==> src/rtl/bsp_pkg.sv <==
// ----------------------------------------------------------------------------
// bsp_pkg
// Shared types, phase codes, byte kinds and status codes for the
// configuration-file section parser.
// ----------------------------------------------------------------------------
package bsp_pkg;

    // transfer payloads
    typedef struct packed {
        logic [7:0] data_byte;
        logic       last_byte;
    } bsp_in_t;

    typedef struct packed {
        logic [7:0]  byte_out;
        logic [2:0]  byte_kind;
        logic [2:0]  section_index;
        logic [31:0] payload_length;
        logic [2:0]  parse_status;
    } bsp_out_t;

    // parser phases
    localparam logic [2:0] PH_PRE   = 3'd0;
    localparam logic [2:0] PH_TAG   = 3'd1;
    localparam logic [2:0] PH_SLEN  = 3'd2;
    localparam logic [2:0] PH_TEXT  = 3'd3;
    localparam logic [2:0] PH_PLEN  = 3'd4;
    localparam logic [2:0] PH_PAY   = 3'd5;
    localparam logic [2:0] PH_TRAIL = 3'd6;
    localparam logic [2:0] PH_IGN   = 3'd7;

    // byte kinds
    localparam logic [2:0] KIND_PREAMBLE = 3'd0;
    localparam logic [2:0] KIND_TAG      = 3'd1;
    localparam logic [2:0] KIND_SLEN     = 3'd2;
    localparam logic [2:0] KIND_TEXT     = 3'd3;
    localparam logic [2:0] KIND_PLEN     = 3'd4;
    localparam logic [2:0] KIND_PAYLOAD  = 3'd5;
    localparam logic [2:0] KIND_TRAILING = 3'd6;
    localparam logic [2:0] KIND_IGNORED  = 3'd7;

    // parse status codes
    localparam logic [2:0] STATUS_RUNNING      = 3'd0;
    localparam logic [2:0] STATUS_DONE_OK      = 3'd1;
    localparam logic [2:0] STATUS_DONE_TRAIL   = 3'd2;
    localparam logic [2:0] STATUS_BAD_PREAMBLE = 3'd3;
    localparam logic [2:0] STATUS_BAD_SECTION  = 3'd4;
    localparam logic [2:0] STATUS_EARLY_END    = 3'd5;
    localparam logic [2:0] STATUS_SECT_OVERRUN = 3'd6;
    localparam logic [2:0] STATUS_PAY_OVERRUN  = 3'd7;

    // section tags and field sizes
    localparam logic [7:0] TAG_A          = 8'h61;
    localparam logic [7:0] TAG_D          = 8'h64;
    localparam logic [7:0] TAG_E          = 8'h65;
    localparam logic [2:0] SECTION_E      = 3'd4;
    localparam logic [3:0] PREAMBLE_LEN   = 4'd13;
    localparam logic [2:0] SLEN_BYTES     = 3'd2;
    localparam logic [2:0] PLEN_BYTES     = 3'd4;

    // parser state
    typedef struct packed {
        logic [2:0]  phase;
        logic [3:0]  preamble_position;
        logic [2:0]  current_section;
        logic [31:0] length_accumulator;
        logic [31:0] bytes_remaining;
        logic [2:0]  field_byte_count;
        logic [2:0]  latched_error;
        logic [31:0] saved_payload_length;
    } bsp_state_t;

    localparam bsp_state_t STATE_RESET = '{
        phase:                PH_PRE,
        preamble_position:    4'd0,
        current_section:      3'd0,
        length_accumulator:   32'd0,
        bytes_remaining:      32'd0,
        field_byte_count:     3'd0,
        latched_error:        STATUS_RUNNING,
        saved_payload_length: 32'd0
    };

    // fixed file preamble 00 09 0f f0 0f f0 0f f0 0f f0 00 00 01
    function automatic logic [7:0] preamble_byte(input logic [3:0] pos);
        logic [7:0] val;
        unique case (pos)
            4'd1:                      val = 8'h09;
            4'd2, 4'd4, 4'd6, 4'd8:    val = 8'h0f;
            4'd3, 4'd5, 4'd7, 4'd9:    val = 8'hf0;
            4'd12:                     val = 8'h01;
            default:                   val = 8'h00;
        endcase
        return val;
    endfunction

endpackage

==> src/rtl/bsp_step.sv <==
// ----------------------------------------------------------------------------
// bsp_step
// Per-byte next-state and result logic of the section parser.
// ----------------------------------------------------------------------------
module bsp_step (
    input  bsp_pkg::bsp_state_t state,
    input  bsp_pkg::bsp_in_t    item,
    output bsp_pkg::bsp_state_t state_next,
    output bsp_pkg::bsp_out_t   result
);
    import bsp_pkg::*;

    bsp_state_t  upd;
    logic [2:0]  kind;
    logic [2:0]  err;
    logic [2:0]  end_code;
    logic [2:0]  status;
    logic [31:0] acc_shift;
    logic [2:0]  cnt_inc;
    logic [31:0] rem_dec;
    logic [7:0]  tag_off;
    logic [3:0]  pos_inc;

    always_comb
    begin
        upd       = state;
        kind      = KIND_IGNORED;
        err       = STATUS_RUNNING;
        acc_shift = {state.length_accumulator[23:0], item.data_byte};
        cnt_inc   = state.field_byte_count + 3'd1;
        rem_dec   = (state.bytes_remaining != 32'd0) ?
                    state.bytes_remaining - 32'd1 : state.bytes_remaining;
        tag_off   = item.data_byte - TAG_A;
        pos_inc   = state.preamble_position + 4'd1;

        unique case (state.phase)
            PH_PRE:
            begin
                kind = KIND_PREAMBLE;
                if (state.preamble_position >= PREAMBLE_LEN ||
                    item.data_byte != preamble_byte(state.preamble_position))
                begin
                    err = STATUS_BAD_PREAMBLE;
                end
                else
                begin
                    upd.preamble_position = pos_inc;
                    if (pos_inc == PREAMBLE_LEN)
                    begin
                        upd.phase = PH_TAG;
                    end
                end
            end
            PH_TAG:
            begin
                kind = KIND_TAG;
                if (item.data_byte == TAG_E)
                begin
                    upd.current_section    = SECTION_E;
                    upd.phase              = PH_PLEN;
                    upd.field_byte_count   = 3'd0;
                    upd.length_accumulator = 32'd0;
                end
                else if (item.data_byte >= TAG_A && item.data_byte <= TAG_D)
                begin
                    upd.current_section    = tag_off[2:0];
                    upd.phase              = PH_SLEN;
                    upd.field_byte_count   = 3'd0;
                    upd.length_accumulator = 32'd0;
                end
                else
                begin
                    err = STATUS_BAD_SECTION;
                end
            end
            PH_SLEN:
            begin
                kind = KIND_SLEN;
                upd.length_accumulator = acc_shift;
                upd.field_byte_count   = cnt_inc;
                if (cnt_inc >= SLEN_BYTES)
                begin
                    upd.bytes_remaining = {16'd0, acc_shift[15:0]};
                    upd.phase = (acc_shift[15:0] != 16'd0) ? PH_TEXT : PH_TAG;
                end
            end
            PH_TEXT:
            begin
                kind = KIND_TEXT;
                upd.bytes_remaining = rem_dec;
                if (rem_dec == 32'd0)
                begin
                    upd.phase = PH_TAG;
                end
            end
            PH_PLEN:
            begin
                kind = KIND_PLEN;
                upd.length_accumulator = acc_shift;
                upd.field_byte_count   = cnt_inc;
                if (cnt_inc >= PLEN_BYTES)
                begin
                    upd.saved_payload_length = acc_shift;
                    upd.bytes_remaining      = acc_shift;
                    upd.phase = (acc_shift != 32'd0) ? PH_PAY : PH_TRAIL;
                end
            end
            PH_PAY:
            begin
                kind = KIND_PAYLOAD;
                upd.bytes_remaining = rem_dec;
                if (rem_dec == 32'd0)
                begin
                    upd.phase = PH_TRAIL;
                end
            end
            PH_TRAIL:
            begin
                kind = KIND_TRAILING;
            end
            PH_IGN:
            begin
                kind = KIND_IGNORED;
            end
        endcase

        if (err != STATUS_RUNNING)
        begin
            upd.latched_error = err;
            upd.phase         = PH_IGN;
        end

        // status if the file ends here
        unique case (upd.phase)
            PH_PRE:   end_code = STATUS_BAD_PREAMBLE;
            PH_TEXT:  end_code = STATUS_SECT_OVERRUN;
            PH_PAY:   end_code = STATUS_PAY_OVERRUN;
            PH_TRAIL: end_code = (kind == KIND_TRAILING) ?
                                 STATUS_DONE_TRAIL : STATUS_DONE_OK;
            default:  end_code = STATUS_EARLY_END;
        endcase

        priority if (upd.latched_error != STATUS_RUNNING)
        begin
            status = upd.latched_error;
        end
        else if (item.last_byte)
        begin
            status = end_code;
        end
        else
        begin
            status = STATUS_RUNNING;
        end

        result.byte_out       = item.data_byte;
        result.byte_kind      = kind;
        result.section_index  = upd.current_section;
        result.payload_length = upd.saved_payload_length;
        result.parse_status   = status;

        // last byte re-arms for the next file
        state_next = item.last_byte ? STATE_RESET : upd;
    end

endmodule

==> src/rtl/bitfile_section_parser_top.sv <==
// ----------------------------------------------------------------------------
// bitfile_section_parser_top
// Streaming header parser for FPGA configuration files: checks the preamble,
// walks sections a..e, tags each byte and passes it through.
// ----------------------------------------------------------------------------
// While item_stall is low, one byte is taken per clock and yields exactly
// one result transfer in the cycle after, so sustained throughput is one
// byte per cycle. The parser state and the result register update in the
// same edge from a combinational compare/shift/decrement step. item_stall
// is raised only while a result is held and result_stall is high. Errors
// are latched: after one, every byte up to the last of the file is marked
// ignored. The byte flagged last_byte resets the parser for the next file.
module bitfile_section_parser_top (
    input  logic              clk,
    input  logic              rst_n,
    // input byte transfers
    input  logic              item_valid,
    output logic              item_stall,
    input  bsp_pkg::bsp_in_t  item,
    // tagged byte transfers
    output logic              result_valid,
    input  logic              result_stall,
    output bsp_pkg::bsp_out_t result
);
    import bsp_pkg::*;

    bsp_state_t state_reg;
    bsp_state_t state_next;
    bsp_out_t   result_reg;
    bsp_out_t   result_next;
    logic       result_valid_reg;
    logic       accept;

    // the result register frees up in the same cycle it is taken
    assign item_stall = result_valid_reg && result_stall;
    assign accept     = item_valid && !item_stall;

    // per-byte parsing step
    bsp_step u_step (
        .state      (state_reg),
        .item       (item),
        .state_next (state_next),
        .result     (result_next)
    );

    // parser state
    always_ff @(posedge clk or negedge rst_n)
    begin
        if (!rst_n)
        begin
            state_reg <= STATE_RESET;
        end
        else if (accept)
        begin
            state_reg <= state_next;
        end
    end

    // result valid flag
    always_ff @(posedge clk or negedge rst_n)
    begin
        if (!rst_n)
        begin
            result_valid_reg <= 1'b0;
        end
        else if (accept)
        begin
            result_valid_reg <= 1'b1;
        end
        else if (!result_stall)
        begin
            result_valid_reg <= 1'b0;
        end
    end

    // result payload, held while stalled
    always_ff @(posedge clk)
    begin
        if (accept)
        begin
            result_reg <= result_next;
        end
    end

    assign result_valid = result_valid_reg;
    assign result       = result_reg;

    // every accepted byte leaves a result behind
    a_accept_gives_result: assert property (
        @(posedge clk) disable iff (!rst_n)
        accept |=> result_valid_reg
    ) else $error("accepted byte produced no result");

    // last byte returns the parser to its start
    a_last_rearms: assert property (
        @(posedge clk) disable iff (!rst_n)
        (accept && item.last_byte) |=>
            (state_reg.phase == PH_PRE && state_reg.latched_error == STATUS_RUNNING &&
             state_reg.preamble_position == 4'd0)
    ) else $error("parser not re-armed after last byte");

    // a latched error always parks the parser in the ignore phase
    a_error_parks: assert property (
        @(posedge clk) disable iff (!rst_n)
        (state_reg.latched_error != STATUS_RUNNING) |-> (state_reg.phase == PH_IGN)
    ) else $error("latched error outside ignore phase");

    // text and payload phases always have bytes left to count
    a_count_live: assert property (
        @(posedge clk) disable iff (!rst_n)
        (state_reg.phase == PH_TEXT || state_reg.phase == PH_PAY) |->
            (state_reg.bytes_remaining != 32'd0)
    ) else $error("empty byte count inside text or payload");

    // preamble position never runs past the fixed preamble
    a_preamble_bound: assert property (
        @(posedge clk) disable iff (!rst_n)
        (state_reg.phase == PH_PRE) |-> (state_reg.preamble_position < PREAMBLE_LEN)
    ) else $error("preamble position out of range");

endmodule

==> config.mk <==
export PLATFORM = sky130hd
export DESIGN_NAME = bitfile_section_parser_top
export DESIGN_NICKNAME = d
export VERILOG_FILES = /design/src/rtl/bsp_pkg.sv /design/src/rtl/bsp_step.sv /design/src/rtl/bitfile_section_parser_top.sv
export SDC_FILE = /design/constraint.sdc
export NUM_CORES = 1
export LEC_CHECK = 0
export BUFFER_PORTS_ARGS = -buffer_cell sky130_fd_sc_hd__buf_4
export CELL_PAD_IN_SITES_DETAIL_PLACEMENT = 1
export CELL_PAD_IN_SITES_GLOBAL_PLACEMENT = 1
export CORE_UTILIZATION = 48
export DETAILED_ROUTE_END_ITERATION = 10
export MAX_ROUTING_LAYER = met4
export PLACE_DENSITY = 0.87
export RECOVER_POWER = 50
export SLEW_MARGIN = 10
export SYNTH_ARGS = -nofsm -noshare
export SYNTH_HDL_FRONTEND = slang
export SYNTH_SLANG_ARGS = --single-unit
==> constraint.sdc <==
create_clock -name clk -period 4.4 [get_ports clk]
set_input_delay 0.88 -clock clk [delete_from_list [all_inputs] [get_ports clk]]
set_output_delay 0.88 -clock clk [all_outputs]
set_load 0.005 [all_outputs]
======== Word level (Yosys, flattened, before mapping) ========
Memory sizes are Yosys's and may differ from the RTL's.
Index checks and enable logic that the tools add are counted.
storage, ports and cells
  bits in registers ....................... 154
  latch bits .............................. 0
  memory bits (writable) .................. 0
  ROM bits ................................ 128
  bits of input ports ..................... 13
  output and inout bits ................... 51
  memories ................................ 1
operators by class
  add/sub/neg operators ................... 4
  multiply operators ...................... 0
  div/mod/pow operators ................... 0
  magnitude comparators ................... 5
  eq/ne operators ......................... 19
  shift operators ......................... 0
  multiplexer cells ....................... 40
  bitwise logic cells ..................... 0
  reduce and logical (&&, ||, !) cells .... 21
memory list
  name             depth  bits a word  rd ports  clocked after memory_dff  write ports  RTL line       source
  (no name shown)  16     8            1         0                         0            bsp_pkg.sv:87  unique case (pos)
operators by type and width
  kind                   count
  $mux 32                5
  $mux 112               1
  $pmux 32 s3            1
  $mux 35                2
  $pmux 32 s2            1
  $reduce_bool 32->1     2
  $mux 3                 16
  $logic_not 32->1       1
  $sub 32x1->32 const B  1
  $pmux 3 s8             1
  $eq 3x3->1 const B     7
  $pmux 3 s6             1
  $reduce_bool 16->1     1
  $pmux 3 s2             2
  $pmux 3 s4             1
  $eq 3x2->1 const B     3
  $reduce_bool 3->1      3
  $eq 8x7->1 const B     1
  $ge 8x7->1 const B     1
  $le 8x7->1 const B     1
  $mux 2                 4
  $mux 8                 1
  $ne 8x8->1             1
  $mux 7                 1
  23 further kinds       30

======== Depth between registers and ports, before layout ========
Gate-level depths: netlist of the first run.
  word-level depth ........................ 12
  depth in mapped cells ................... 15
  gate-level depth less buffers ........... 12

======== By module ========
Synthesis of the first run repeated with hierarchy kept, for this count alone.
unflattened totals
  cell total of the unflattened synthesis .. 930
  area, all modules ....................... 9,290.2 µm²
by module, submodules not included
  module                      times used  cells each  area each (µm²)  sequential area each (µm²)
  bitfile_section_parser_top  1           289         5,694.2          4,299.1
  bsp_step                    1           641         3,595.9          0.0

======== Worst setup path before layout of the first run ========
Ideal clock, no wire load.
  kind .................................... flip-flop to flip-flop
  from .................................... register state_reg[38] (netlist name)
  to ...................................... register result_reg, in the netlist result[2], data pin
  library setup time ...................... 0.180 ns
  data arrival time ....................... 3.448 ns
  required time ........................... 4.220 ns
  setup slack ............................. 0.773 ns
  stages on the path, launching flop included .. 14
  buffers on the path ..................... 1
  period minus slack after synthesis ...... 3.627 ns
  cells stage by stage .................... dfrtp_1 > clkbuf_1 > inv_1 > ha_1 > nor3b_2 > nand4_1 > a2111oi_2 > nand2_1 > xnor2_1 > a2111oi_4 > a21oi_1 > or4b_4 > and3b_1 > o41ai_2
RTL lines
  element                   RTL line                          source
  start: declaration        bitfile_section_parser_top.sv:27  bsp_state_t state_reg;
  start signal: assignment  bitfile_section_parser_top.sv:55  state_reg <= state_next;
  end signal: assignment    bitfile_section_parser_top.sv:81  result_reg <= result_next;
  end: declaration          bitfile_section_parser_top.sv:29  bsp_out_t result_reg;

==> metrics.cfg, run 1 <==
[run_status]
run_status = finished with violations
violations = capacitance limit, slew limit

[placement]
io_buffers = 63
dpl.hpwl_um = 17500
gp_congestion = 0.920
dpl_cell_area_um2 = 8690

[sta]
tightestPinTransition_ns = 1.85
hold_viol_final = 0
drv_slew = 70
finalCritPeriodShare_pct = 95.0
min_period_ns = 4.18
finalSetupTns_ns = 0
max_freq_ghz = 0.239
setup-violations-final = 0
grt_setup_unrepaired = false
finClkSkew_ns = 0.0129
relSlewSlack_pct = -23.1

[pwr]
finalPower_mw = 6.52
power.leakage_nw = 3.94
switchingPower_mw = 2.91
p_sw_share_pct = 44.6
power_frac_clock_pct = 23.8
power_per_cell_area_nw_per_um2 = 708
combinationalPowerShare_pct = 45.9
internal_power_mw = 3.61
p_seq_share_pct = 30.3
ir_drop_mv = 0.366

[drt]
routedWlPerCell_um = 27.1
avgViaCountPerCell = 6.83
drc_errors = 0
drt_first_iter_violations = 676
first_pass_iters = 5
postRouteAntennaNets = 0
via_count = 7074
wirelength_um = 28100

[floorplan]
die_w_um = 131
fp-row-count = 46
io_pins = 64
die_area_um2 = 17300
start_util_pct = 49.9
die_y_um = 131
coreArea_um2 = 16100

[worst_setup_path]
worstSetupEndpointType = flip-flop
start_kind = flip-flop
crit_required_ns = 4.64
crit_arrival_ns = 4.42
worst-setup-path-type = reg -> reg
crit_fanout = 9

[finish]
nets = 830
multiInputGateArea_um2 = 3670
area_growth_pct = 14.6
final_layout_size_suffix_gt1_share_pct = 18.3
final_area_um2 = 9210
largest_reg_flops = 104
diodes = 0
seqCellArea_um2 = 4100
utilization_pct = 57.2
nFillCells = 1745

[synthesis]
synth_cell_type_count = 69
synthesis.area_um2 = 8040
synth_seq_cells = 154
seq_area_frac_synth_pct = 51.0
synthFlopType = dfrtp_1
async_reset_ff_share_pct = 68.2
syn_inst = 764
synth_edf_count = 49
syn_avg_cell_area_um2 = 10.5
yosysWarnings = 0
syn_nets = 787

[clocking]
postCtsSetupBuffers = 0
cts_tree = built
htreeDepth = 4
cts-root-buf = clkbuf_16
hold_buffers = 0
clock_latency_ns = 0.43
path_clk_slew_ns = 0.07
clockBufferDepth = 2
cts_buffers = 17
cts_sinks = 154

[global_routing]
grt_pass1_vias = 7234
antenna_found_initial = 0
grt_pass1_wl_um = 43800
grtUsageTotal_pct = 34.5
grt_max_degree = 70
gr-total-overflow = 0

[hold_path]
hold_class = reg -> reg

[flow_run]
drv_cap = 1

[routing by layer]
layer,global-route usage (%),vias to the layer above,routed length [um]
met5,-,-,0
met4,13.2,0,953
met2,54.9,352,13900
met1,43.9,3656,11300
li1,-,2970,-
met3,6.06,96,1960
[cells in the final DEF (no fill, tap or decap), types with 8 or more instances in the layout]
cell	n
dfrtp_1	105
xor2_1	9
nand2_1	38
nand3_1	15
a21oi_1	41
nor3_1	27
nand2b_1	9
a31oi_1	10
a22o_1	63
buf_4	17
inv_1	15
clkbuf_16	17
o21ai_0	73
clkbuf_1	24
mux2_2	34
nand4_1	9
a22oi_1	8
nor2_1	57
ha_1	10
edfxtp_1	49
nor4_1	21
clkbuf_4	39
[worst paths after layout]
kind / slack (ns) / end / depth (start not counted) / from
min reg2reg: 0.51 / state_reg[24] / 1 / state_reg[24]
min in group asynchronous: 0.92 / state_reg[50] / 1 / rst_n
min: 0.51 / state_reg[24] / 1 / state_reg[24]
max: 0.22 / result[2] / 12 / state_reg[38]
max reg2reg: 0.22 / result[2] / 12 / state_reg[38]
max in group asynchronous: 1.55 / state_reg[49] / 2 / rst_n
[worst max-delay path, stage by stage (launching register included)]
cell and delay [ns]:
dfrtp_1 0.49, inv_1 0.13, ha_1 0.27, nor3b_4 0.40, nand4_1 0.26, a2111oi_2 0.54
nand2_1 0.20, xnor2_1 0.22, a2111oi_4 0.34, a21oi_1 0.15, or4b_4 0.56, and3b_1 0.20
o41ai_2 0.22
[power groups by stage]
| stage | logic [mW] | registers (mW) | clock network (mW) |
|---|---|---|---|
| floorplan | 2.18 | 1.77 | 0 |
| finish | 2.99 | 1.97 | 1.55 |
| global placement | 2.80 | 1.95 | 0 |
| detailed placement | 2.88 | 1.97 | 0 |
| CTS | 2.94 | 1.95 | 1.55 |
| global route | 3.23 | 1.98 | 1.60 |
[what timing repair did]
item	CTS	global route
gates resized for setup	0	1
hold endpoints to repair	0	0
setup endpoints to repair	0	1
[cell families after synthesis]
group	share of synthesized area (%)
simple gates	15.6
compound gates	20.9
xor+xnor	1.74
flops	51.0
fa+ha+maj	1.56
buf+inv	3.56
mux	5.64
[area by class of cell]
cell class | instances | area share (%)
clock buffers | 19 | 4.81
clock inverters | 13 | 1.73
inverters | 15 | 0.611
multi-input cells | 538 | 39.8
flip-flops and latches | 154 | 44.5
well taps | 216 | 2.93
repair buffers | 81 | 5.61
[stage by stage]
step           std cells  hold WS, ns  setup slack (ns)
5_1_grt             1036        0.528            0.0218
2_1_floorplan        764        0.467             0.773
4_1_cts             1036        0.511             0.201
3_5_place_dp        1004        0.489             0.243
3_3_place_gp        1004        0.482             0.477
6_report            1036        0.509             0.222
[cells in the mapped netlist (14+ instances only)]
| library cell | instances | area (um^2) |
|---|---|---|
| dfrtp_1 | 105 | 2630 |
| o21ai_0 | 74 | 370 |
| a22o_1 | 63 | 552 |
| nor2_1 | 58 | 218 |
| edfxtp_1 | 49 | 1470 |
| clkbuf_1 | 47 | 176 |
| a21oi_1 | 41 | 205 |
| nand2_1 | 38 | 143 |
| mux2_2 | 34 | 383 |
| nor3_1 | 28 | 140 |
| nor4_1 | 21 | 131 |
| nand3_1 | 15 | 75.1 |
| inv_1 | 14 | 52.6 |
Note: power is estimated with default switching activity, not from simulation.
==> run 2: changes to the inputs <==
Settings changed: CELL_PAD_IN_SITES_DETAIL_PLACEMENT 1 to not set, CELL_PAD_IN_SITES_GLOBAL_PLACEMENT 1 to not set, CORE_ASPECT_RATIO set to 1.4, CORE_UTILIZATION 48 to 60.
==> run 2 against run 1 <==
  * The run still ends with capacitance limit, slew limit left
  * Sequential cell count stayed put
  * Clock power shrank 3%
  * Largest power group unchanged
  * Non-clock buffer count rose by 2
  * Cell area increased by 0.26%
  * Power is 1.6% lower
  * Register-to-register slack improved by 0.05 ns
  * Utilization increased by 14 points
  * Highest routed layer unchanged
  * Sequential power fell by 3%
  * Setup slack better by 0.050 ns
==> metrics.cfg, run 2 (synthesized netlist as in run 1, its figures left out) <==
[run_status]
violations = capacitance limit, slew limit  ; unchanged
run_status = finished with violations  ; unchanged

[worst_setup_path]
crit_fanout = 9  ; unchanged
start_kind = flip-flop  ; unchanged
crit_arrival_ns = 4.35  ; was 4.42 ns
crit_required_ns = 4.62  ; was 4.64 ns
worst-setup-path-type = reg -> reg  ; unchanged
worstSetupEndpointType = flip-flop  ; unchanged

[floorplan]
start_util_pct = 62.1  ; was 49.9%
die_w_um = 99.8  ; was 131 um
fp-row-count = 49  ; was 46
die_y_um = 139  ; was 131 um
io_pins = 64  ; unchanged
die_area_um2 = 13900  ; was 17300 um^2
coreArea_um2 = 12900  ; was 16100 um^2

[finish]
final_layout_size_suffix_gt1_share_pct = 19.2  ; was 18.3%
layout.cells.most_common = dfrtp_1  ; unchanged
final_cell_mix = dfrtp_1 (105), o21ai_0 (73), a22o_1 (63), nor2_1 (57), edfxtp_1 (49)  ; unchanged
largest_reg_flops = 104  ; unchanged
final_area_um2 = 9230  ; was 9210 um^2
diodes = 0  ; unchanged
nets = 832  ; was 830
area_growth_pct = 14.9  ; was 14.6%

[drt]
routedWlPerCell_um = 23.6  ; was 27.1 um
drc_errors = 0  ; unchanged
wirelength_um = 23600  ; was 28100 um
avgViaCountPerCell = 6.73  ; was 6.83
route.met2.wl_um = 12100  ; was 13900 um
first_pass_iters = 5  ; unchanged
route.met3.wl_um = 1580  ; was 1960 um
wl_met1_um = 8890  ; was 11300 um
top_layer = met4  ; unchanged
postRouteAntennaNets = 0  ; unchanged
drt_first_iter_violations = 531  ; was 676
via_count = 6730  ; was 7074

[pwr]
power.leakage_nw = 3.98  ; was 3.94 nW
finalPower_mw = 6.41  ; was 6.52 mW
ir_drop_mv = 0.384  ; was 0.366 mV
power_per_cell_area_nw_per_um2 = 694  ; was 708 nW/um^2

[global_routing]
grt_pass1_wl_um = 37500  ; was 43800 um
antenna_found_initial = 0  ; unchanged
grt_max_degree = 70  ; unchanged
grtUsageTotal_pct = 37.1  ; was 34.5%
grt_pass1_vias = 6650  ; was 7234
gr-total-overflow = 0  ; unchanged

[sta]
tightestPinTransition_ns = 1.81  ; was 1.85 ns
hold_viol_final = 0  ; unchanged
setup-violations-final = 0  ; unchanged
drv_slew = 70  ; unchanged
max_freq_ghz = 0.242  ; was 0.239 GHz
finalSetupTns_ns = 0  ; unchanged
min_period_ns = 4.13  ; was 4.18 ns
grt_setup_unrepaired = false  ; unchanged
relSlewSlack_pct = -20.8  ; was -23.1%
finalCritPeriodShare_pct = 93.8  ; was 95.0%
finClkSkew_ns = 0.0125  ; was 0.0129 ns

[clocking]
cts-root-buf = clkbuf_16  ; unchanged
cts_tree = built  ; unchanged
postCtsSetupBuffers = 0  ; unchanged
cts_buffers = 17  ; unchanged
hold_buffers = 0  ; unchanged
cts_sinks = 154  ; unchanged
path_clk_slew_ns = 0.06  ; was 0.07 ns
clock_latency_ns = 0.44  ; was 0.43 ns
clockBufferDepth = 2  ; unchanged
htreeDepth = 4  ; unchanged

[placement]
io_buffers = 63  ; unchanged
dpl_cell_area_um2 = 8660  ; was 8690 um^2
dpl.hpwl_um = 16300  ; was 17500 um
gp_congestion = 0.995  ; was 0.920

[hold_path]
hold_class = reg -> reg  ; unchanged

[flow_run]
drv_cap = 1  ; unchanged

==> run 2: routing by layer <==
metal  vias to the layer above  GRT usage [%]
met5                         -              -
met4                         0           18.4
li1                       2994              -
met3                        80           7.36
met1                      3309           43.8
met2                       347           60.2
==> run 2: worst paths after layout <==
path	cells after the start	from	slack, ns	to
worst max register to register	12	state_reg[38]	0.27	result[2]
max in group asynchronous	2	rst_n	1.70	state_reg[35]
worst min register to register	1	state_reg[16]	0.51	state_reg[16]
worst max-delay path	12	state_reg[38]	0.27	result[2]
min in group asynchronous	1	rst_n	0.91	state_reg[106]
worst min-delay path	1	state_reg[16]	0.51	state_reg[16]
==> run 2: report_power, final <==
part	leakage, nW	internal [mW]	switching (mW)
registers	1.92	1.64	0.279
logic	1.76	1.08	1.90
clock network	0.300	0.858	0.656
==> run 2: critical path, stage by stage (launching register included) <==
cell and delay [ns]:
dfrtp_1 0.48, inv_1 0.14, ha_1 0.26, or3b_1 0.51, a2111oi_4 0.42, nand4_1 0.15, a221oi_2 0.18, o2111ai_1 0.18
nor4_4 0.38, a21oi_1 0.14, or4b_4 0.56, and3b_1 0.23, o41ai_2 0.28
==> run 2: repair_timing <==
item,4_1_cts,5_1_grt
resized for setup,0,3
endpoints found under the setup margin,0,1
endpoints found under the hold margin,0,0
==> run 2: layout make-up <==
type / count / area (um^2)
sequential: 154 / 4100
fill: 950 / 3700
multi-input combinational: 538 / 3690
timing repair buffer: 83 / 557
clock buffer: 17 / 425
tap: 178 / 223
clock inverter: 15 / 183
inverter: 15 / 56.3
==> run 2: metrics by stage <==
step                      hold slack (ns)  setup slack [ns]  utilization (%)  instances
final                               0.509             0.271             71.4       1000
after global routing                0.518            0.0116             71.4       1000
after detailed placement            0.489             0.362             67.0        968
after global placement              0.483             0.586             67.0        968
after floorplan                     0.467             0.773                -        764
after CTS                           0.507             0.337             71.7       1000
==> run 3: changes to the inputs <==
Settings changed: MAX_ROUTING_LAYER met4 to not set, PLACE_DENSITY 0.87 to 0.8.
==> run 3 against run 2 <==
  * The run still ends with capacitance limit, slew limit left
  * Final cell count is 0.30% higher
  * Largest power group unchanged
  * Critical path depth did not move
  * Utilization is 0.32 points lower
  * Critical path type unchanged
==> metrics.cfg, run 3 (synthesized netlist as in run 1, its figures left out) <==
[global_routing]
antenna_found_initial = 0  ; unchanged
grt_max_degree = 56  ; was 70
met2_usage_pct = 60.5  ; was 60.2%
grt_util_met3_pct = 6.05  ; was 7.36%
grtUsageTotal_pct = 36.0  ; was 37.1%
use_met1_pct = 42.8  ; was 43.8%
grt_pass1_wl_um = 37500  ; about the same
grt_pass1_vias = 6723  ; was 6650
gr-total-overflow = 0  ; unchanged
grt_busiest_layer = met2  ; unchanged

[sta]
setup-violations-final = 0  ; unchanged
relSlewSlack_pct = -103  ; was -20.8%
finalCritPeriodShare_pct = 94.5  ; was 93.8%
max_freq_ghz = 0.241  ; was 0.242 GHz
grt_setup_unrepaired = false  ; unchanged
drv_slew = 106  ; was 70
finClkSkew_ns = 0.00905  ; was 0.0125 ns
final.setup.worst_slack_ns = 0.243  ; was 0.271 ns
min_period_ns = 4.16  ; was 4.13 ns
tightestPinTransition_ns = 3.05  ; was 1.81 ns
hold_viol_final = 0  ; unchanged
finalSetupTns_ns = 0  ; unchanged

[clocking]
clock_latency_ns = 0.43  ; was 0.44 ns
cts_tree = built  ; unchanged
cts_sinks = 154  ; unchanged
path_clk_slew_ns = 0.07  ; was 0.06 ns
cts-root-buf = clkbuf_16  ; unchanged
postCtsSetupBuffers = 0  ; unchanged
htreeDepth = 4  ; unchanged
cts_buffers = 17  ; unchanged
clockBufferDepth = 2  ; unchanged

[flow_run]
drv_cap = 2  ; was 1

[drt]
first_pass_iters = 5  ; unchanged
drt_first_iter_violations = 593  ; was 531
postRouteAntennaNets = 0  ; unchanged
wirelength_um = 23800  ; was 23600 um
avgViaCountPerCell = 6.75  ; was 6.73
routedWlPerCell_um = 23.7  ; was 23.6 um
drc_errors = 0  ; unchanged
via_count = 6772  ; was 6730

[finish]
diodes = 0  ; unchanged
final_layout_size_suffix_gt1_share_pct = 19.5  ; was 19.2%
nFillCells = 983  ; was 950
layout.cells.most_common = dfrtp_1  ; unchanged
final_area_um2 = 9190  ; was 9230 um^2
multiInputGateArea_um2 = 3670  ; was 3690 um^2
area_growth_pct = 14.4  ; was 14.9%
nets = 835  ; was 832
final_cell_mix = dfrtp_1 (105), o21ai_0 (73), a22o_1 (63), nor2_1 (57), edfxtp_1 (49)  ; unchanged
seqCellArea_um2 = 4100  ; unchanged
largest_reg_flops = 104  ; unchanged

[placement]
dpl_cell_area_um2 = 8680  ; was 8660 um^2
gp_congestion = 0.940  ; was 0.995
pre_cts_ws_ns = 0.245  ; was 0.362 ns
io_buffers = 63  ; unchanged
dpl.hpwl_um = 15900  ; was 16300 um

[worst_setup_path]
crit_fanout = 9  ; unchanged
worst-setup-path-type = reg -> reg  ; unchanged
crit_required_ns = 4.64  ; was 4.62 ns
crit_arrival_ns = 4.40  ; was 4.35 ns
worstSetupEndpointType = flip-flop  ; unchanged
start_kind = flip-flop  ; unchanged

[hold_path]
hold_class = reg -> reg  ; unchanged

[floorplan]
fp-row-count = 49  ; unchanged
start_util_pct = 62.1  ; unchanged
coreArea_um2 = 12900  ; unchanged
die_area_um2 = 13900  ; unchanged
io_pins = 64  ; unchanged
die_y_um = 139  ; unchanged
die_w_um = 99.8  ; unchanged

[pwr]
power_per_cell_area_nw_per_um2 = 692  ; was 694 nW/um^2
power.leakage_nw = 3.98  ; about the same
finalPower_mw = 6.36  ; was 6.41 mW
ir_drop_mv = 0.386  ; was 0.384 mV

[run_status]
run_status = finished with violations  ; unchanged
violations = capacitance limit, slew limit  ; unchanged

-- run 3: critical path: stages (launching register included) --
cell	delay, ns
dfrtp_1	0.48
inv_1	0.12
ha_1	0.26
nor3b_4	0.37
nand4_1	0.25
a2111oi_2	0.58
nand2_1	0.19
xnor2_1	0.21
a2111oi_4	0.38
a21oi_1	0.16
or4b_4	0.57
and3b_1	0.20
o41ai_2	0.20
-- run 3: metrics by stage --
stage	cells	utilization [%]	hold slack (ns)
floorplan	764	-	0.467
global placement	971	67.1	0.482
detailed placement	971	67.1	0.486
CTS	1003	71.6	0.493
global route	1003	71.1	0.511
finish	1003	71.1	0.503
-- run 3: routing by layer --
layer,wire [um],share of wire [%]
met5,0,0
met3,1510,6.4
met1,8700,37
met2,12200,51
met4,1340,5.6
-- run 3: path summary, 6_finish.rpt --
path	slack, ns	end	start	cells past startpoint
setup reg to reg	0.24	result[2]	state_reg[38]	12
hold reg to reg	0.50	state_reg[10]	state_reg[10]	1
setup / recovery	0.24	result[2]	state_reg[38]	12
min in group asynchronous	1.30	state_reg[21]	rst_n	1
hold / removal	0.50	state_reg[10]	state_reg[10]	1
max in group asynchronous	1.14	state_reg[40]	rst_n	2
-- run 3: what timing repair did --
| item | in CTS | in global routing |
|---|---|---|
| hold buffers | 0 | 0 |
| gates resized for setup | 0 | 1 |
| endpoints found under the setup margin | 0 | 1 |
-- run 3: where the power goes --
group	switching, mW	internal (mW)
clock	0.638	0.812
sequential	0.302	1.65
combinational	1.85	1.11
total	2.79	3.57
-- run 3: final cells by class --
cell class / count / area share (%)
Inverter: 15 / 0.612
Timing Repair Buffer: 86 / 6.25
Tap cell: 178 / 2.42
Multi-Input combinational cell: 538 / 39.9
Clock buffer: 19 / 4.82
Sequential cell: 154 / 44.6
Clock inverter: 13 / 1.43
